===== src/design/htp_pkg.sv =====
package htp_pkg;

    // Default for the number of fraction digits that count after a period.
    localparam int FRACTION_DIGITS_DEFAULT = 8;

    // Depth of the token queue between front and back. It must be a power of two.
    localparam int QUEUE_DEPTH = 4;
    localparam int QUEUE_AW    = $clog2(QUEUE_DEPTH);

    // Character codes that the front recognises.
    localparam logic [7:0] CHAR_NUL    = 8'h00;
    localparam logic [7:0] CHAR_ZERO   = 8'h30;
    localparam logic [7:0] CHAR_NINE   = 8'h39;
    localparam logic [7:0] CHAR_COLON  = 8'h3A;
    localparam logic [7:0] CHAR_PERIOD = 8'h2E;

    // Widths of the fraction conversion.
    localparam int DIV_BITS = 30;   // largest power of ten used is 10^9
    localparam int REM_BITS = 36;   // fraction value times sixty
    localparam int QUO_BITS = 6;    // quotient is always below sixty

    typedef enum logic [1:0] {
        TOK_DIGIT,
        TOK_COLON,
        TOK_PERIOD,
        TOK_END
    } tok_kind_t;

    typedef struct packed {
        tok_kind_t   kind;
        logic [3:0]  digit;
    } token_t;

    typedef enum logic [1:0] {
        PHASE_WHOLE,
        PHASE_MINUTES,
        PHASE_FRACTION
    } phase_t;

    typedef enum logic [1:0] {
        BACK_RUN,
        BACK_DIV,
        BACK_SEND
    } back_state_t;

    // Power of ten for a count of fraction digits; counts above nine clamp to nine.
    function automatic logic [DIV_BITS-1:0] pow_ten(input logic [3:0] n);
        logic [DIV_BITS-1:0] p;
        case (n)
            4'd0:    p = 30'd1;
            4'd1:    p = 30'd10;
            4'd2:    p = 30'd100;
            4'd3:    p = 30'd1000;
            4'd4:    p = 30'd10000;
            4'd5:    p = 30'd100000;
            4'd6:    p = 30'd1000000;
            4'd7:    p = 30'd10000000;
            4'd8:    p = 30'd100000000;
            default: p = 30'd1000000000;
        endcase
        return p;
    endfunction

endpackage


===== src/design/htp_front.sv =====
module htp_front (
    input  logic              clk,
    input  logic              rst_n,
    input  logic              s_axis_tvalid,
    output logic              s_axis_tready,
    input  logic [7:0]        s_axis_tdata,   // [7:0] char_code
    output logic              tok_valid,
    input  logic              tok_ready,
    output htp_pkg::token_t   tok
);

    logic             tok_valid_reg;
    logic             tok_valid_next;
    htp_pkg::token_t  tok_reg;
    htp_pkg::token_t  tok_next;
    htp_pkg::token_t  cls;
    logic             cls_useful;
    logic             accept;

    // A new character is taken whenever the token stage is empty or draining.
    assign s_axis_tready = !tok_valid_reg || tok_ready;
    assign accept        = s_axis_tvalid && s_axis_tready;
    assign tok_valid     = tok_valid_reg;
    assign tok           = tok_reg;

    // Classify the character; anything that is not a digit, separator or
    // terminator is dropped here.
    always_comb
    begin
        cls.kind   = htp_pkg::TOK_DIGIT;
        cls.digit  = 4'd0;
        cls_useful = 1'b1;
        if (s_axis_tdata >= htp_pkg::CHAR_ZERO && s_axis_tdata <= htp_pkg::CHAR_NINE)
        begin
            cls.digit = 4'(s_axis_tdata - htp_pkg::CHAR_ZERO);
        end
        else if (s_axis_tdata == htp_pkg::CHAR_COLON)
        begin
            cls.kind = htp_pkg::TOK_COLON;
        end
        else if (s_axis_tdata == htp_pkg::CHAR_PERIOD)
        begin
            cls.kind = htp_pkg::TOK_PERIOD;
        end
        else if (s_axis_tdata == htp_pkg::CHAR_NUL)
        begin
            cls.kind = htp_pkg::TOK_END;
        end
        else
        begin
            cls_useful = 1'b0;
        end
    end

    // Token stage update.
    always_comb
    begin
        tok_valid_next = tok_valid_reg && !tok_ready;
        tok_next       = tok_reg;
        if (accept && cls_useful)
        begin
            tok_valid_next = 1'b1;
            tok_next       = cls;
        end
    end

    always_ff @(posedge clk or negedge rst_n)
    begin
        if (!rst_n)
        begin
            tok_valid_reg <= 1'b0;
        end
        else
        begin
            tok_valid_reg <= tok_valid_next;
        end
    end

    always_ff @(posedge clk)
    begin
        tok_reg <= tok_next;
    end

endmodule


===== src/design/htp_queue.sv =====
module htp_queue (
    input  logic              clk,
    input  logic              rst_n,
    input  logic              push_valid,
    output logic              push_ready,
    input  htp_pkg::token_t   push_tok,
    output logic              pop_valid,
    input  logic              pop_ready,
    output htp_pkg::token_t   pop_tok
);

    htp_pkg::token_t                mem_reg [htp_pkg::QUEUE_DEPTH];
    logic [htp_pkg::QUEUE_AW-1:0]   wr_ptr_reg;
    logic [htp_pkg::QUEUE_AW-1:0]   wr_ptr_next;
    logic [htp_pkg::QUEUE_AW-1:0]   rd_ptr_reg;
    logic [htp_pkg::QUEUE_AW-1:0]   rd_ptr_next;
    logic [htp_pkg::QUEUE_AW:0]     count_reg;
    logic [htp_pkg::QUEUE_AW:0]     count_next;
    logic                           do_push;
    logic                           do_pop;

    assign push_ready = count_reg != (htp_pkg::QUEUE_AW+1)'(htp_pkg::QUEUE_DEPTH);
    assign pop_valid  = count_reg != '0;
    assign pop_tok    = mem_reg[rd_ptr_reg];
    assign do_push    = push_valid && push_ready;
    assign do_pop     = pop_valid && pop_ready;

    // Pointer and fill count update.
    always_comb
    begin
        wr_ptr_next = do_push ? wr_ptr_reg + 1'b1 : wr_ptr_reg;
        rd_ptr_next = do_pop  ? rd_ptr_reg + 1'b1 : rd_ptr_reg;
        count_next  = count_reg;
        if (do_push && !do_pop)
        begin
            count_next = count_reg + 1'b1;
        end
        else if (do_pop && !do_push)
        begin
            count_next = count_reg - 1'b1;
        end
    end

    always_ff @(posedge clk or negedge rst_n)
    begin
        if (!rst_n)
        begin
            wr_ptr_reg <= '0;
            rd_ptr_reg <= '0;
            count_reg  <= '0;
        end
        else
        begin
            wr_ptr_reg <= wr_ptr_next;
            rd_ptr_reg <= rd_ptr_next;
            count_reg  <= count_next;
        end
    end

    // Token storage.
    always_ff @(posedge clk)
    begin
        if (do_push)
        begin
            mem_reg[wr_ptr_reg] <= push_tok;
        end
    end

endmodule


===== src/design/htp_back.sv =====
module htp_back #(
    parameter int FRACTION_DIGITS = htp_pkg::FRACTION_DIGITS_DEFAULT
) (
    input  logic              clk,
    input  logic              rst_n,
    input  logic              tok_valid,
    output logic              tok_ready,
    input  htp_pkg::token_t   tok,
    output logic              m_axis_tvalid,
    input  logic              m_axis_tready,
    output logic [31:0]       m_axis_tdata    // [31:0] total_minutes
);

    localparam int FRAC_LIMIT = (FRACTION_DIGITS > 9) ? 9 : FRACTION_DIGITS;

    htp_pkg::back_state_t            state_reg;
    htp_pkg::back_state_t            state_next;
    htp_pkg::phase_t                 phase_reg;
    htp_pkg::phase_t                 phase_next;
    logic [31:0]                     hour_reg;
    logic [31:0]                     hour_next;
    logic [31:0]                     tail_reg;
    logic [31:0]                     tail_next;
    logic [3:0]                      count_reg;
    logic [3:0]                      count_next;
    logic [31:0]                     base_reg;
    logic [31:0]                     base_next;
    logic [htp_pkg::REM_BITS-1:0]    rem_reg;
    logic [htp_pkg::REM_BITS-1:0]    rem_next;
    logic [htp_pkg::DIV_BITS-1:0]    div_reg;
    logic [htp_pkg::DIV_BITS-1:0]    div_next;
    logic [htp_pkg::QUO_BITS-1:0]    quo_reg;
    logic [htp_pkg::QUO_BITS-1:0]    quo_next;
    logic [2:0]                      step_reg;
    logic [2:0]                      step_next;
    logic [31:0]                     result_reg;
    logic [31:0]                     result_next;

    logic                            take;
    logic [31:0]                     hour_x10;
    logic [31:0]                     tail_x10;
    logic [31:0]                     hour_x60;
    logic [htp_pkg::REM_BITS-1:0]    tail_x60;
    logic [htp_pkg::REM_BITS-1:0]    div_shifted;

    assign take = tok_ready && tok_valid;

    // Constant multiplications as shifts, adds and subtracts.
    assign hour_x10 = {hour_reg[28:0], 3'b000} + {hour_reg[30:0], 1'b0} + {28'd0, tok.digit};
    assign tail_x10 = {tail_reg[28:0], 3'b000} + {tail_reg[30:0], 1'b0} + {28'd0, tok.digit};
    assign hour_x60 = {hour_reg[25:0], 6'd0} - {hour_reg[29:0], 2'd0};
    assign tail_x60 = {tail_reg[29:0], 6'd0} - {2'd0, tail_reg, 2'd0};

    assign div_shifted = {6'd0, div_reg} << step_reg;

    // Next state.
    always_comb
    begin
        state_next = state_reg;
        case (state_reg)
            htp_pkg::BACK_RUN:
            begin
                if (tok_valid && tok.kind == htp_pkg::TOK_END)
                begin
                    state_next = (phase_reg == htp_pkg::PHASE_FRACTION) ?
                                 htp_pkg::BACK_DIV : htp_pkg::BACK_SEND;
                end
            end
            htp_pkg::BACK_DIV:
            begin
                if (step_reg == 3'd0)
                begin
                    state_next = htp_pkg::BACK_SEND;
                end
            end
            htp_pkg::BACK_SEND:
            begin
                if (m_axis_tready)
                begin
                    state_next = htp_pkg::BACK_RUN;
                end
            end
            default:
            begin
                state_next = htp_pkg::BACK_RUN;
            end
        endcase
    end

    // Handshake outputs.
    always_comb
    begin
        tok_ready     = state_reg == htp_pkg::BACK_RUN;
        m_axis_tvalid = state_reg == htp_pkg::BACK_SEND;
    end

    assign m_axis_tdata = result_reg;

    // Parse state and the fraction conversion datapath.
    always_comb
    begin
        phase_next  = phase_reg;
        hour_next   = hour_reg;
        tail_next   = tail_reg;
        count_next  = count_reg;
        base_next   = base_reg;
        rem_next    = rem_reg;
        div_next    = div_reg;
        quo_next    = quo_reg;
        step_next   = step_reg;
        result_next = result_reg;

        if (take)
        begin
            case (tok.kind)
                htp_pkg::TOK_DIGIT:
                begin
                    case (phase_reg)
                        htp_pkg::PHASE_MINUTES:
                        begin
                            tail_next = tail_x10;
                        end
                        htp_pkg::PHASE_FRACTION:
                        begin
                            if (count_reg < 4'(FRAC_LIMIT))
                            begin
                                tail_next  = tail_x10;
                                count_next = count_reg + 4'd1;
                            end
                        end
                        default:
                        begin
                            hour_next = hour_x10;
                        end
                    endcase
                end
                htp_pkg::TOK_COLON:
                begin
                    if (phase_reg != htp_pkg::PHASE_MINUTES &&
                        phase_reg != htp_pkg::PHASE_FRACTION)
                    begin
                        phase_next = htp_pkg::PHASE_MINUTES;
                    end
                end
                htp_pkg::TOK_PERIOD:
                begin
                    if (phase_reg != htp_pkg::PHASE_MINUTES &&
                        phase_reg != htp_pkg::PHASE_FRACTION)
                    begin
                        phase_next = htp_pkg::PHASE_FRACTION;
                    end
                end
                htp_pkg::TOK_END:
                begin
                    // Capture the operands, then return the parse state to reset.
                    base_next   = hour_x60;
                    result_next = hour_x60 +
                                  ((phase_reg == htp_pkg::PHASE_MINUTES) ? tail_reg : 32'd0);
                    rem_next    = tail_x60;
                    div_next    = htp_pkg::pow_ten(count_reg);
                    quo_next    = '0;
                    step_next   = 3'(htp_pkg::QUO_BITS - 1);
                    phase_next  = htp_pkg::PHASE_WHOLE;
                    hour_next   = '0;
                    tail_next   = '0;
                    count_next  = '0;
                end
                default:
                begin
                    phase_next = phase_reg;
                end
            endcase
        end

        // One quotient bit a cycle; the quotient is below sixty, so six steps do.
        if (state_reg == htp_pkg::BACK_DIV)
        begin
            if (rem_reg >= div_shifted)
            begin
                rem_next           = rem_reg - div_shifted;
                quo_next[step_reg] = 1'b1;
            end
            step_next = step_reg - 3'd1;
            if (step_reg == 3'd0)
            begin
                result_next = base_reg + {26'd0, quo_next};
            end
        end
    end

    always_ff @(posedge clk or negedge rst_n)
    begin
        if (!rst_n)
        begin
            state_reg <= htp_pkg::BACK_RUN;
            phase_reg <= htp_pkg::PHASE_WHOLE;
            hour_reg  <= '0;
            tail_reg  <= '0;
            count_reg <= '0;
        end
        else
        begin
            state_reg <= state_next;
            phase_reg <= phase_next;
            hour_reg  <= hour_next;
            tail_reg  <= tail_next;
            count_reg <= count_next;
        end
    end

    always_ff @(posedge clk)
    begin
        base_reg   <= base_next;
        rem_reg    <= rem_next;
        div_reg    <= div_next;
        quo_reg    <= quo_next;
        step_reg   <= step_next;
        result_reg <= result_next;
    end

endmodule


===== src/design/hour_text_parser.sv =====
// Duration text parser. Characters arrive one per beat on the s_axis channel
// (tdata = char_code); a zero byte ends the text and causes one beat on the
// m_axis channel carrying the total in minutes, modulo 2^32.
// Digits before the first ':' or '.' form hours. After ':' later digits are
// added as minutes; after '.' they are a decimal fraction of an hour, and
// floor(60 * fraction) minutes are added, using the first FRACTION_DIGITS
// fraction digits only, nine at most. Other characters are dropped.
// Throughput: one character per cycle is accepted while the token queue has
// room; the back end retires one token per cycle while it is not busy with a
// result. After a '.' the terminator is followed by a bit-serial division by
// the power of ten before the result beat is sent.
// Reset clears the parse state, the token queue and the output valid; no
// result is pending afterwards.
// When the receiver holds m_axis_tready low, the result waits in its output
// register and characters keep being accepted until the four-entry token
// queue and the front stage are full, then s_axis_tready falls.
module hour_text_parser #(
    parameter int FRACTION_DIGITS = htp_pkg::FRACTION_DIGITS_DEFAULT
) (
    input  logic         clk,
    input  logic         rst_n,
    input  logic         s_axis_tvalid,
    output logic         s_axis_tready,
    input  logic [7:0]   s_axis_tdata,    // [7:0] char_code
    output logic         m_axis_tvalid,
    input  logic         m_axis_tready,
    output logic [31:0]  m_axis_tdata     // [31:0] total_minutes
);

    logic             front_valid;
    logic             front_ready;
    htp_pkg::token_t  front_tok;
    logic             back_valid;
    logic             back_ready;
    htp_pkg::token_t  back_tok;

    // Character classification.
    htp_front u_front (
        .clk           (clk),
        .rst_n         (rst_n),
        .s_axis_tvalid (s_axis_tvalid),
        .s_axis_tready (s_axis_tready),
        .s_axis_tdata  (s_axis_tdata),
        .tok_valid     (front_valid),
        .tok_ready     (front_ready),
        .tok           (front_tok)
    );

    // Token queue between the two halves.
    htp_queue u_queue (
        .clk        (clk),
        .rst_n      (rst_n),
        .push_valid (front_valid),
        .push_ready (front_ready),
        .push_tok   (front_tok),
        .pop_valid  (back_valid),
        .pop_ready  (back_ready),
        .pop_tok    (back_tok)
    );

    // Accumulation, fraction conversion and result output.
    htp_back #(
        .FRACTION_DIGITS (FRACTION_DIGITS)
    ) u_back (
        .clk           (clk),
        .rst_n         (rst_n),
        .tok_valid     (back_valid),
        .tok_ready     (back_ready),
        .tok           (back_tok),
        .m_axis_tvalid (m_axis_tvalid),
        .m_axis_tready (m_axis_tready),
        .m_axis_tdata  (m_axis_tdata)
    );

endmodule

===== config.mk =====
export PLATFORM = sky130hd
export DESIGN_NAME = hour_text_parser
export DESIGN_NICKNAME = d
export VERILOG_FILES = /design/src/design/htp_pkg.sv /design/src/design/htp_front.sv /design/src/design/htp_queue.sv /design/src/design/htp_back.sv /design/src/design/hour_text_parser.sv
export SDC_FILE = /design/constraint.sdc
export NUM_CORES = 1
export LEC_CHECK = 0
export BUFFER_PORTS_ARGS = -buffer_cell sky130_fd_sc_hd__buf_2
export CAP_MARGIN = 0
export CORE_ASPECT_RATIO = 0.7
export CORE_MARGIN = 1
export CORE_UTILIZATION = 38
export DETAILED_ROUTE_END_ITERATION = 6
export PLACE_DENSITY = 0.64
export SLEW_MARGIN = 5
export SYNTH_ARGS = -nofsm -noshare
export SYNTH_HDL_FRONTEND = slang
export SYNTH_SLANG_ARGS = --single-unit
export TNS_END_PERCENT = 50

===== constraint.sdc =====
create_clock -name clk -period 18.6 [get_ports clk]
set_input_delay 5.58 -clock clk [delete_from_list [all_inputs] [get_ports clk]]
set_output_delay 5.58 -clock clk [all_outputs]
set_load 0.05 [all_outputs]

Word level (Yosys, flattened, before mapping):

Memory sizes are Yosys's and may differ from the RTL's. A register that Yosys moved wholly into a read port is not among the register bits.
Cells that the tools add are included.

* input bits: 12
* logic and storage cells: 147
* output and inout port bits: 34
* flip-flop bits (word level): 193
* bits in writable memories: 24
* memories: 2
* ROM bits: 480

Memory list
* (no name shown): words 16, bits a word 30, rd ports 1, clocked after memory_dff 1, write ports 0, line htp_pkg.sv:49 `case (n)`
* u_queue.mem_reg: words 4, bits a word 6, rd ports 1, clocked after memory_dff 0, write ports 1, line htp_queue.sv:12 `htp_pkg::token_t mem_reg [htp_pkg::QUEUE_DEPTH];`

* mux-type cells: 47
* magnitude comparators: 6
* equality and inequality tests: 22
* reduce and logical (&&, ||, !) cells: 35
* bitwise operators: 1
* shift-type cells: 1
* add/subtract/negate cells: 16

Operator list (count)
* two-way mux 32 bit: 6
* two-way mux 36 bit: 4
* one-hot mux 32 bit (2 select lines): 2
* adder 32 bit: 2
* one-hot mux 30 bit (2 select lines): 1
* greater-or-equal comparator 36 bit: 1
* << shifter 30 x 3 -> 36 bit: 1
* subtractor 36 x 34 -> 36 bit: 1
* subtractor 36 bit: 1
* adder 32 x 4 -> 32 bit: 1
* adder 32 x 6 -> 32 bit: 1
* subtractor 32 bit: 1
* adder 30 bit: 1
* adder 30 x 4 -> 30 bit: 1
* two-way mux 30 bit: 1
* two-way mux 6 bit: 5
* equality test 8 x 6 -> 1 bit (second input constant): 2
* two-way mux 2 bit: 8
* != test 2 x 1 -> 1 bit (second input constant): 8
* two-way mux 3 bit: 5
* one-hot mux 2 bit (3 select lines): 2
* AND reduction 4 bit: 3
* logical AND 1 bit: 11
* two-way mux 1 bit: 9
* 29 further kinds: 50

Longest topological paths before layout:

* depth after elaboration: 10
* mapped depth: 30
* depth with buffers taken out: 27

Cells and area by module:

From an unflattened synthesis, not the netlist that was laid out.

* cell total of the unflattened synthesis: 2449
* area, all modules: 20957.6 um^2

By module, submodules not included
* htp_back: sequential area each 4914.7 um^2, area an instance 19297.3 um^2, cells each 2355, times used 1
* htp_queue: sequential area each 895.9 um^2, area an instance 1282.5 um^2, cells each 66, times used 1
* htp_front: sequential area each 205.2 um^2, area an instance 377.9 um^2, cells each 28, times used 1

Worst setup path before layout:

Ideal clock, no wire load.

* path type: input port to flip-flop
* from: in s_axis_tdata[5]
* to: reg u_front.tok_reg, in the netlist u_front.tok[0] (enable)
* path slack: 11559 ps
* data required time: 18246 ps
* cell stages on the path: 4
* arrival: 6687 ps
* library setup time: 354 ps
* path buffers: 0
* path through: or4_1 > a21oi_1 > o31ai_1 > nor2b_1

* longest elaborated chain between the ends: 6
* elaborated cells between the ends (all ways): 11
* those cells by class: order compare: 2; eq/ne: 2; mux: 4; reduce/logical: 3

Ends and longest elaborated chain
* start, declared: line hour_text_parser.sv:24 `input logic [7:0] s_axis_tdata,`
* branches (longest 4 deep; another with greater-or-equal comparator 8 x 6 -> 1 bit)
* two-way mux 1 bit *: line htp_front.sv:33 `if (s_axis_tdata >= htp_pkg::CHAR_ZERO && s_axis_tdata <= htp_pkg::CHAR_NINE)`
* logical AND 1 bit *: line htp_front.sv:60 `if (accept && cls_useful)`
* end signal, assigned: line htp_front.sv:81 `tok_reg <= tok_next;`
* end, declared: line htp_front.sv:14 `htp_pkg::token_t tok_reg;`

Every way passes the cells marked *.
A chain may end at the register's enable or synchronous reset.

Worst setup path after layout:

* from: reg u_back.step_reg[2]
* to: reg u_back.result_reg[28] (netlist: u_back.m_axis_tdata[28])

* longest elaborated chain between the ends: 10
* elaborated cells between the ends (all ways): 14
* those cells by class: add/sub: 1; order compare: 3; shift: 1; mux: 6; bitwise: 1; reduce/logical: 2

Ends and longest elaborated chain
* start, declared: line htp_back.sv:34 `logic [2:0] step_reg;`
* start signal, assigned: line htp_back.sv:217 `step_reg <= step_next;`
* branches (longest 8 deep; another with greater-or-equal comparator 36 bit)
* two-way mux 32 bit *: line htp_back.sv:184 `if (step_reg == 3'd0)`
* two-way mux 32 bit *: line htp_back.sv:176 `if (state_reg == htp_pkg::BACK_DIV)`
* named net u_back.result_next[28]: line htp_back.sv:37 `logic [31:0] result_next;`
* end signal, assigned: line htp_back.sv:218 `result_reg <= result_next;`
* end, declared: line htp_back.sv:36 `logic [31:0] result_reg;`

Mark *: on every way through the listed nets, which the timed path passes. The select of a mux whose other input is x is not followed.

==> out/qor.txt <==
Status - completed
DR vias - 18.4k
Top Ports - 46
Clock-pin slew on the worst setup and hold paths - 0.06 ns
Synthesized Nets - 2723
Number of synthesized flops with an enable pin - 86
Starting Density - 38.6%
Synth cell count leaders - 257 x ha_1, 200 x a21oi_1, 199 x nand2_1
Final Critical Period - 7.98 ns
Initial antenna violation count - 1
Largest net degree at the start of global routing - 75
Reg2Reg Depth - 26
Number of flip-flops under the largest register name - 36
RSZ-0062 raised after global routing - false
Max Freq - 0.125 GHz
Final setup TNS - 0 ns
Synth Instances - 2446
R2R setup slack - 10.62 ns
Clk Latency, worst-skew pair - 0.57 ns
Sequential share of the synthesized area - 28.1%
Largest area contributor in the netlist - ha_1
Tightest Pin Transition - 1.12 ns
Largest family of logic cells by synthesized area - compound AO/OA/AOI/OAI gates
Post-route clock period utilization - 42.9%
DIE WIDTH - 286 um
CP Data Arrival Time - 8.43 ns
Yosys warnings - 0
Crit path required time - 19.05 ns
Async set-reset flop share out of synthesis - 32.8%
Synth top area share - 15.0%
Critical path fanouts, max - 31
Full die area - 57400 um2
Synth Cell Area - 21400 um2
DRC viols - 0
CP Capture Type - flop
Wire per inst - 18.2 um
Vias per cell - 5.76
H-Tree Depth - 1
FP Rows - 72
Vias in the first global route - 17.5k
Fill cells - 5548
Synth Area in Adders - 15.8%
Hold Path Cell Cnt - 1
Count of different cell masters after synthesis - 91
Synth Flop Type - edfxtp_1
FF-to-FF Start - u_back.step_reg[2]
Reg-to-reg endpoint - u_back.m_axis_tdata[28]
Synth area leaders - ha_1 15%, edfxtp_1 12%, dfrtp_1 9.1%
Synth Area in Compound Gates - 24.3%
Die Y-Extent - 201 um
Core footprint - 55500 um2
CTS buffer count - 28
Post-synthesis xor/xnor area fraction - 7.55%
Post-synthesis mux area share - 4.07%
Class of the worst hold path - flop to flop
Endpoints failing setup - 0
Hold endpoint - u_back.quo_reg[0]
DRT Pass-1 Iters - 7
Max-cap violations - 0
Syn Area/Cell - 8.76 um2
Initial DRC count - 1699
Net count, final - 2714
Layout cells sized above 1 - 7.48%
Synth-to-layout area growth - 8.47%
Final ANT Viol Nets - 0
CTS tree - yes
Final hold violation count - 0
Routed WL - 58100 um
Post-synthesis sequential element count - 238
Sink Count - 238
Clk buf depth - 3
Hold Buf Count CTS - 0
# diodes - 0
Hold Crit Start - u_back.quo_reg[0]
Type of origin of the critical path - flop
HPWL Detailed - 44400 um
Top-count cell post-synth - ha_1
Tot GR Track Use - 20.0%
Postcts setup bufs - 0
GRT overflow - 0
Port-buffer cells - 45
Final Wtd Congestion - 0.926
Pins Over Slew Limit - 0
Crit Path Category - flop to flop
Skew final - 0.0243 ns
Post-Synth Simple-Gate Area - 16.1%
Root Driver - clkbuf_16
Worst slew margin - 25.1%
Post-CTS resize count - 0
First-pass GRT wire length - 94400 um
[kinds of logic after synthesis]
| group | after synthesis |
|---|---|
| buf+inv | 231 |
| fa+ha+maj | 265 |
| flops | 238 |
| xor+xnor | 183 |
| simple gates | 704 |
| mux | 60 |
| compound gates | 765 |
[per-stage QoR]
stage / util (%) / hold WS, ns / instances / setup slack [ns] / cell area (um2)
final: 41.9 / 0.472 / 3199 / 10.62 / 23200
after floorplan: - / 0.420 / 2446 / 11.56 / 21400
after detailed placement: 40.2 / 0.453 / 3147 / 10.89 / 22300
after CTS: 41.9 / 0.468 / 3199 / 10.81 / 23200
after global routing: 41.9 / 0.505 / 3199 / 10.24 / 23200
after global placement: 40.2 / 0.438 / 3147 / 11.08 / 22300
[layer usage]
metal	GRT usage (%)	wire, um	vias to the layer above
li1	-	-	9059
met2	27.9	23000	523
met5	0	0	-
met4	4.35	1180	0
met3	3.98	4300	73
met1	31.3	29600	8763
[final cells by class]
class	instances	area (um2)	area share, %
Multi-Input combinational cell	1977	14500	62.5
Sequential cell	238	6020	25.9
Tap cell	740	926	3.98
Clock buffer	37	744	3.20
Inverter	133	500	2.15
Timing Repair Buffer	59	333	1.43
Clock inverter	15	194	0.834
[cell usage in the layout (no fill, tap or decap), types with 9 or more instances in the layout]
cell type  netlist  routed
and2_1          47      47
o31ai_1         20      20
buf_4            1      15
nor3b_1         11      11
o211ai_1        20      20
nor2_1         167     165
a211o_1          9       9
a31oi_1         32      32
o21bai_1        17      17
nor4_1           9       9
mux2i_1         32      32
or2_2           10       9
o21a_1          25      24
a211oi_1        30      30
mux4_2          21      21
a2111oi_0        9       9
a211oi_2        16      16
a21oi_1        200     200
or3_1           19      19
nand2_1        199     199
nand2b_1        25      25
o21ai_0        131     131
a21boi_0        12      12
nor3_1          53      53
edfxtp_1        86      86
and3_1          24      24
clkbuf_16        0      28
nand4_1         22      22
xor2_1          69      69
inv_1          133     132
ha_1           257     257
buf_2            3      44
dfxtp_1         74      74
dfrtp_1         78      78
nand3_1         56      56
a22o_1          42      42
a21o_1          96      96
nor2b_1         28      28
xnor2_1        113     113
[worst max-delay path: stages, from the launching register on]
cell and delay, ns:
edfxtp_1 0.91, inv_1 0.76, and3_1 0.37, ha_1 0.21, fa_1 0.41, nor2b_1 0.21, o31ai_2 0.14, a211oi_2 0.37
a211o_1 0.27, o211ai_2 0.15, a31oi_2 0.36, nor2_1 0.11, nor2_2 0.40, a22o_1 0.20, ha_1 0.16, inv_1 0.06
fa_1 0.40, nor2b_1 0.13, o21a_1 0.15, o21ai_0 0.08, buf_4 0.17, nor4_1 0.74, nand4_1 0.38, nor2_1 0.23
xor2_1 0.08, a21o_1 0.18, a211o_1 0.22
[worst max path at each step]
stage | startpoint | end | slack, ns
after global placement | u_back.step_reg[2] | u_back.m_axis_tdata[28] | 11.08
after CTS | u_back.step_reg[2] | u_back.m_axis_tdata[28] | 10.81
final | u_back.step_reg[2] | u_back.m_axis_tdata[28] | 10.62
after global routing | u_back.step_reg[2] | u_back.m_axis_tdata[28] | 10.24
after floorplan | s_axis_tdata[5] | u_front.tok[0] | 11.56
after detailed placement | u_back.step_reg[2] | u_back.m_axis_tdata[28] | 10.89
Power is not shown: default switching activity piles up to over one toggle a cycle in this logic, so the estimate is an artifact.
